==> src/rtl/bba_pkg.sv <==
// ----------------------------------------------------------------------------
// Bitmap block allocator package
// Shared widths, status codes, request modes and register indexes.
// ----------------------------------------------------------------------------
package bba_pkg;

  localparam int unsigned ADDR_W = 32;
  localparam int unsigned CNT_W  = 13;
  localparam int unsigned IDX_W  = 8;
  localparam int unsigned STAT_W = 2;

  localparam logic [STAT_W-1:0] STATUS_OK     = 2'd0;
  localparam logic [STAT_W-1:0] STATUS_FULL   = 2'd1;
  localparam logic [STAT_W-1:0] STATUS_REJECT = 2'd2;

  localparam logic MODE_ALLOC = 1'b0;
  localparam logic MODE_FREE  = 1'b1;

  localparam logic [IDX_W-1:0] REG_BASE_ADDRESS = 8'd0;
  localparam logic [IDX_W-1:0] REG_BLOCK_COUNT  = 8'd1;

endpackage

==> src/rtl/bba_div.sv <==
// ----------------------------------------------------------------------------
// Bitmap block allocator offset divider
// Division of a 32-bit byte offset by the block size. The user must keep the
// block size a power of two; the block does not check it. The quotient is a
// registered right shift, ready in the cycle after start.
// ----------------------------------------------------------------------------
module bba_div
  import bba_pkg::*;
#(
  parameter int unsigned DIVISOR = 4096
) (
  input  logic              clk,
  input  logic              rst,
  input  logic              start,
  input  logic [ADDR_W-1:0] dividend,
  output logic              done,
  output logic [ADDR_W-1:0] quotient
);

  localparam int unsigned SHIFT = $clog2(DIVISOR);

  always_ff @(posedge clk) begin
    if (rst) begin
      done <= 1'b0;
    end else begin
      done <= start;
    end
    if (start) begin
      quotient <= dividend >> SHIFT;
    end
  end

endmodule

==> config.mk <==
export PLATFORM = sky130hd
export DESIGN_NAME = bba_div
export DESIGN_NICKNAME = d
export VERILOG_FILES = /design/src/rtl/bba_pkg.sv /design/src/rtl/bba_div.sv
export SDC_FILE = /design/constraint.sdc
export NUM_CORES = 1
export LEC_CHECK = 0
export BUFFER_PORTS_ARGS = -buffer_cell sky130_fd_sc_hd__buf_2
export CAP_MARGIN = 20
export CELL_PAD_IN_SITES_DETAIL_PLACEMENT = 2
export CELL_PAD_IN_SITES_GLOBAL_PLACEMENT = 2
export CORE_AREA = 2 2 61 63
export CTS_BUF_LIST = sky130_fd_sc_hd__clkbuf_16
export DETAILED_ROUTE_END_ITERATION = 7
export DIE_AREA = 0 0 63 65
export GPL_TIMING_DRIVEN = 0
export PLACE_DENSITY = 0.81
export REMOVE_ABC_BUFFERS = 1
export SKIP_LAST_GASP = 1
export SLEW_MARGIN = 20
export SYNTH_ARGS = -nofsm -noshare
export SYNTH_HDL_FRONTEND = slang
export SYNTH_SLANG_ARGS = --single-unit
==> constraint.sdc <==
create_clock -name clk -period 0.8 [get_ports clk]
set_input_delay 0.04 -clock clk [delete_from_list [all_inputs] [get_ports clk]]
set_output_delay 0.04 -clock clk [all_outputs]
set_load 0.05 [all_outputs]
==> flow_summary.ini <==
[run_status]
status = finished, violations left
violations = setup timing

[clock_network]
path_clk_slew_ns = 0.05
cts_buffers = 3
h-tree-depth = 1
cts_tree = done
root_buffer = clkbuf_16
post_cts_buffers = 0
clockBufferDepth = 2
clock_sinks = 21

[die]
die_w_um = 63
dieArea_um2 = 4095
die_h_um = 65
rows = 22
core_um2 = 3496
initial_core_util_pct = 20.83
ios = 68

[route]
wl_per_cell_um = 10.97
wirelength_um = 1645
postRouteAntennaNets = 0
routed_via_density = 3.320
drc = 0
drt_iter0_markers = 3
first_pass_iters = 3
vias = 498

[timing]
finalWorstSetupSlack_ns = -0.05497
grt_setup_unrepaired = yes
min_period_ns = 0.8550
finalHoldViolations = 0
timing.final.max_slew_violations = 0
setup-tns-final_ns = -0.6162
fmax_ghz = 1.170
finalCritPeriodShare_pct = 106.9
setup-violations-final = 20

[pwr]
p_clk_share_pct = 32.4
internal_power_mw = 2.225
power.leakage_nw = 0.5939
peakVddDrop_v = 0.0008883
p_switching_mw = 0.8772
pwr-share-seq_pct = 43.2
combinationalPowerShare_pct = 24.5
power_mw = 3.102
power_density_nw_per_um2 = 2256
p_sw_share_pct = 28.27

[logic_synthesis]
syn_inst = 35
yosys_warnings = 0
ys_ff_latch = 21
synth.avg_cell_area_um2 = 20.81
ys_types = 5
netlist_area_um2 = 728.2
ys_seq_area_share_pct = 85.22

[layout]
postLayoutCellArea_um2 = 1375
final_common_cell = buf_2
drive_gt1_share_pct = 46.08
layout.nets = 138
final_cell_mix = 22 x buf_2, 21 x dlygate4sd3_1, 21 x buf_6, 20 x edfxtp_1, 12 x conb_1
fill_cells = 378
finalNonFillerCells = 150
area_growth_syn_to_layout_pct = 88.83
diodes = 0
finish.utilization_pct = 39.33

[worst_setup_path]
worst_ep_required_time_ns = 0.76
path_max_fanout = 1
critical_path.top_delay_family = flip-flops
crit_chain = buf_6
cp_slowest_cell = edfxtp_1
critPathBufInv = 1
slowest_delay_ns = 0.40
cp-end-kind = output port
cp_num_cells = 1
crit_arrival_ns = 0.81
path_class = flip-flop to output port
cp-start-kind = flip-flop

[place]
placed_area_um2 = 954.7
numPortBuffers = 43
gp_congestion = 0.7220
place_inst = 125

[global_route]
grt_pass1_wl_um = 2580
grt_usage_pct = 8.383
grt_pass1_vias = 562
antenna_found_initial = 0
grt_overflow = 0
grt_max_degree = 22

[job]
max-cap-violations = 0

[min_path]
holdPathStages = 1
holdCritPathClass = primary input to flip-flop
[per-stage QoR]
step           worst slack, ns  hold slack (ns)
2_1_floorplan           0.1594           0.1043
3_3_place_gp           0.04720           0.2205
3_5_place_dp         -0.002009           0.2199
4_1_cts               -0.06815           0.2770
5_1_grt               -0.08597           0.2910
6_report              -0.05497           0.2651
[layout make-up]
type | count | area (µm²) | area share (%)
clock buffer | 3 | 75.07 | 5.460
clock inverter | 1 | 3.754 | 0.2730
multi-input combinational | 13 | 58.81 | 4.277
sequential | 21 | 620.6 | 45.13
tap | 48 | 60.06 | 4.368
timing repair buffer | 64 | 556.8 | 40.49
[path summary, 6_finish.rpt]
kind                      from      endpoint  slack (ns)
hold / removal           start  quotient[12]        0.27
setup / recovery  quotient[12]  quotient[12]       -0.05
[power groups by stage]
stage          Combinational [mW]  Sequential, mW  Clock (mW)
3_3_place_gp                0.579            1.34           0
4_1_cts                     0.761            1.34        1.03
3_5_place_dp                0.587            1.34           0
5_1_grt                     0.788            1.35        1.09
6_report                    0.759            1.34        1.00
2_1_floorplan               0.126            1.65           0
[routing by layer]
| layer | share of wire, % | up-vias | wire length, µm | track usage (%) |
|---|---|---|---|---|
| li1 | - | 234 | - | - |
| met1 | 30 | 234 | 492 | 6.250 |
| met2 | 63 | 30 | 1033 | 19.15 |
| met3 | 7.2 | 0 | 119 | 2.951 |
| met4 | 0 | 0 | 0 | 1.667 |
| met5 | 0 | - | 0 | 0 |
[cell families after synthesis]
| kind of cell | Yosys count | share of synthesized area (%) |
|---|---|---|
| buffers and inverters | 12 | 12.37 |
| other | 1 | 0.5150 |
| flip-flops | 21 | 85.22 |
| AND/OR/NAND/NOR | 1 | 1.890 |
[synthesized netlist by cell type]
library cell  instances  area, µm²
buf_4                12      90.09
dfxtp_1               1      20.02
conb_1                1      3.750
nor2b_4               1      13.76
edfxtp_1             20      600.6
[what timing repair did]
| action | in CTS | in global routing |
|---|---|---|
| hold buffers | 21 | 0 |
| endpoints found under the hold margin | 21 | 0 |
| endpoints found under the setup margin | 21 | 21 |
| pin swaps | 0 | 0 |
| resized for setup | 41 | 1 |
| cloned | 0 | 0 |
[flip-flops by register name (all words and copies together) (netlist names)]
signal	cells
quotient	20
done	1
Power figures use the tool's default switching activity.
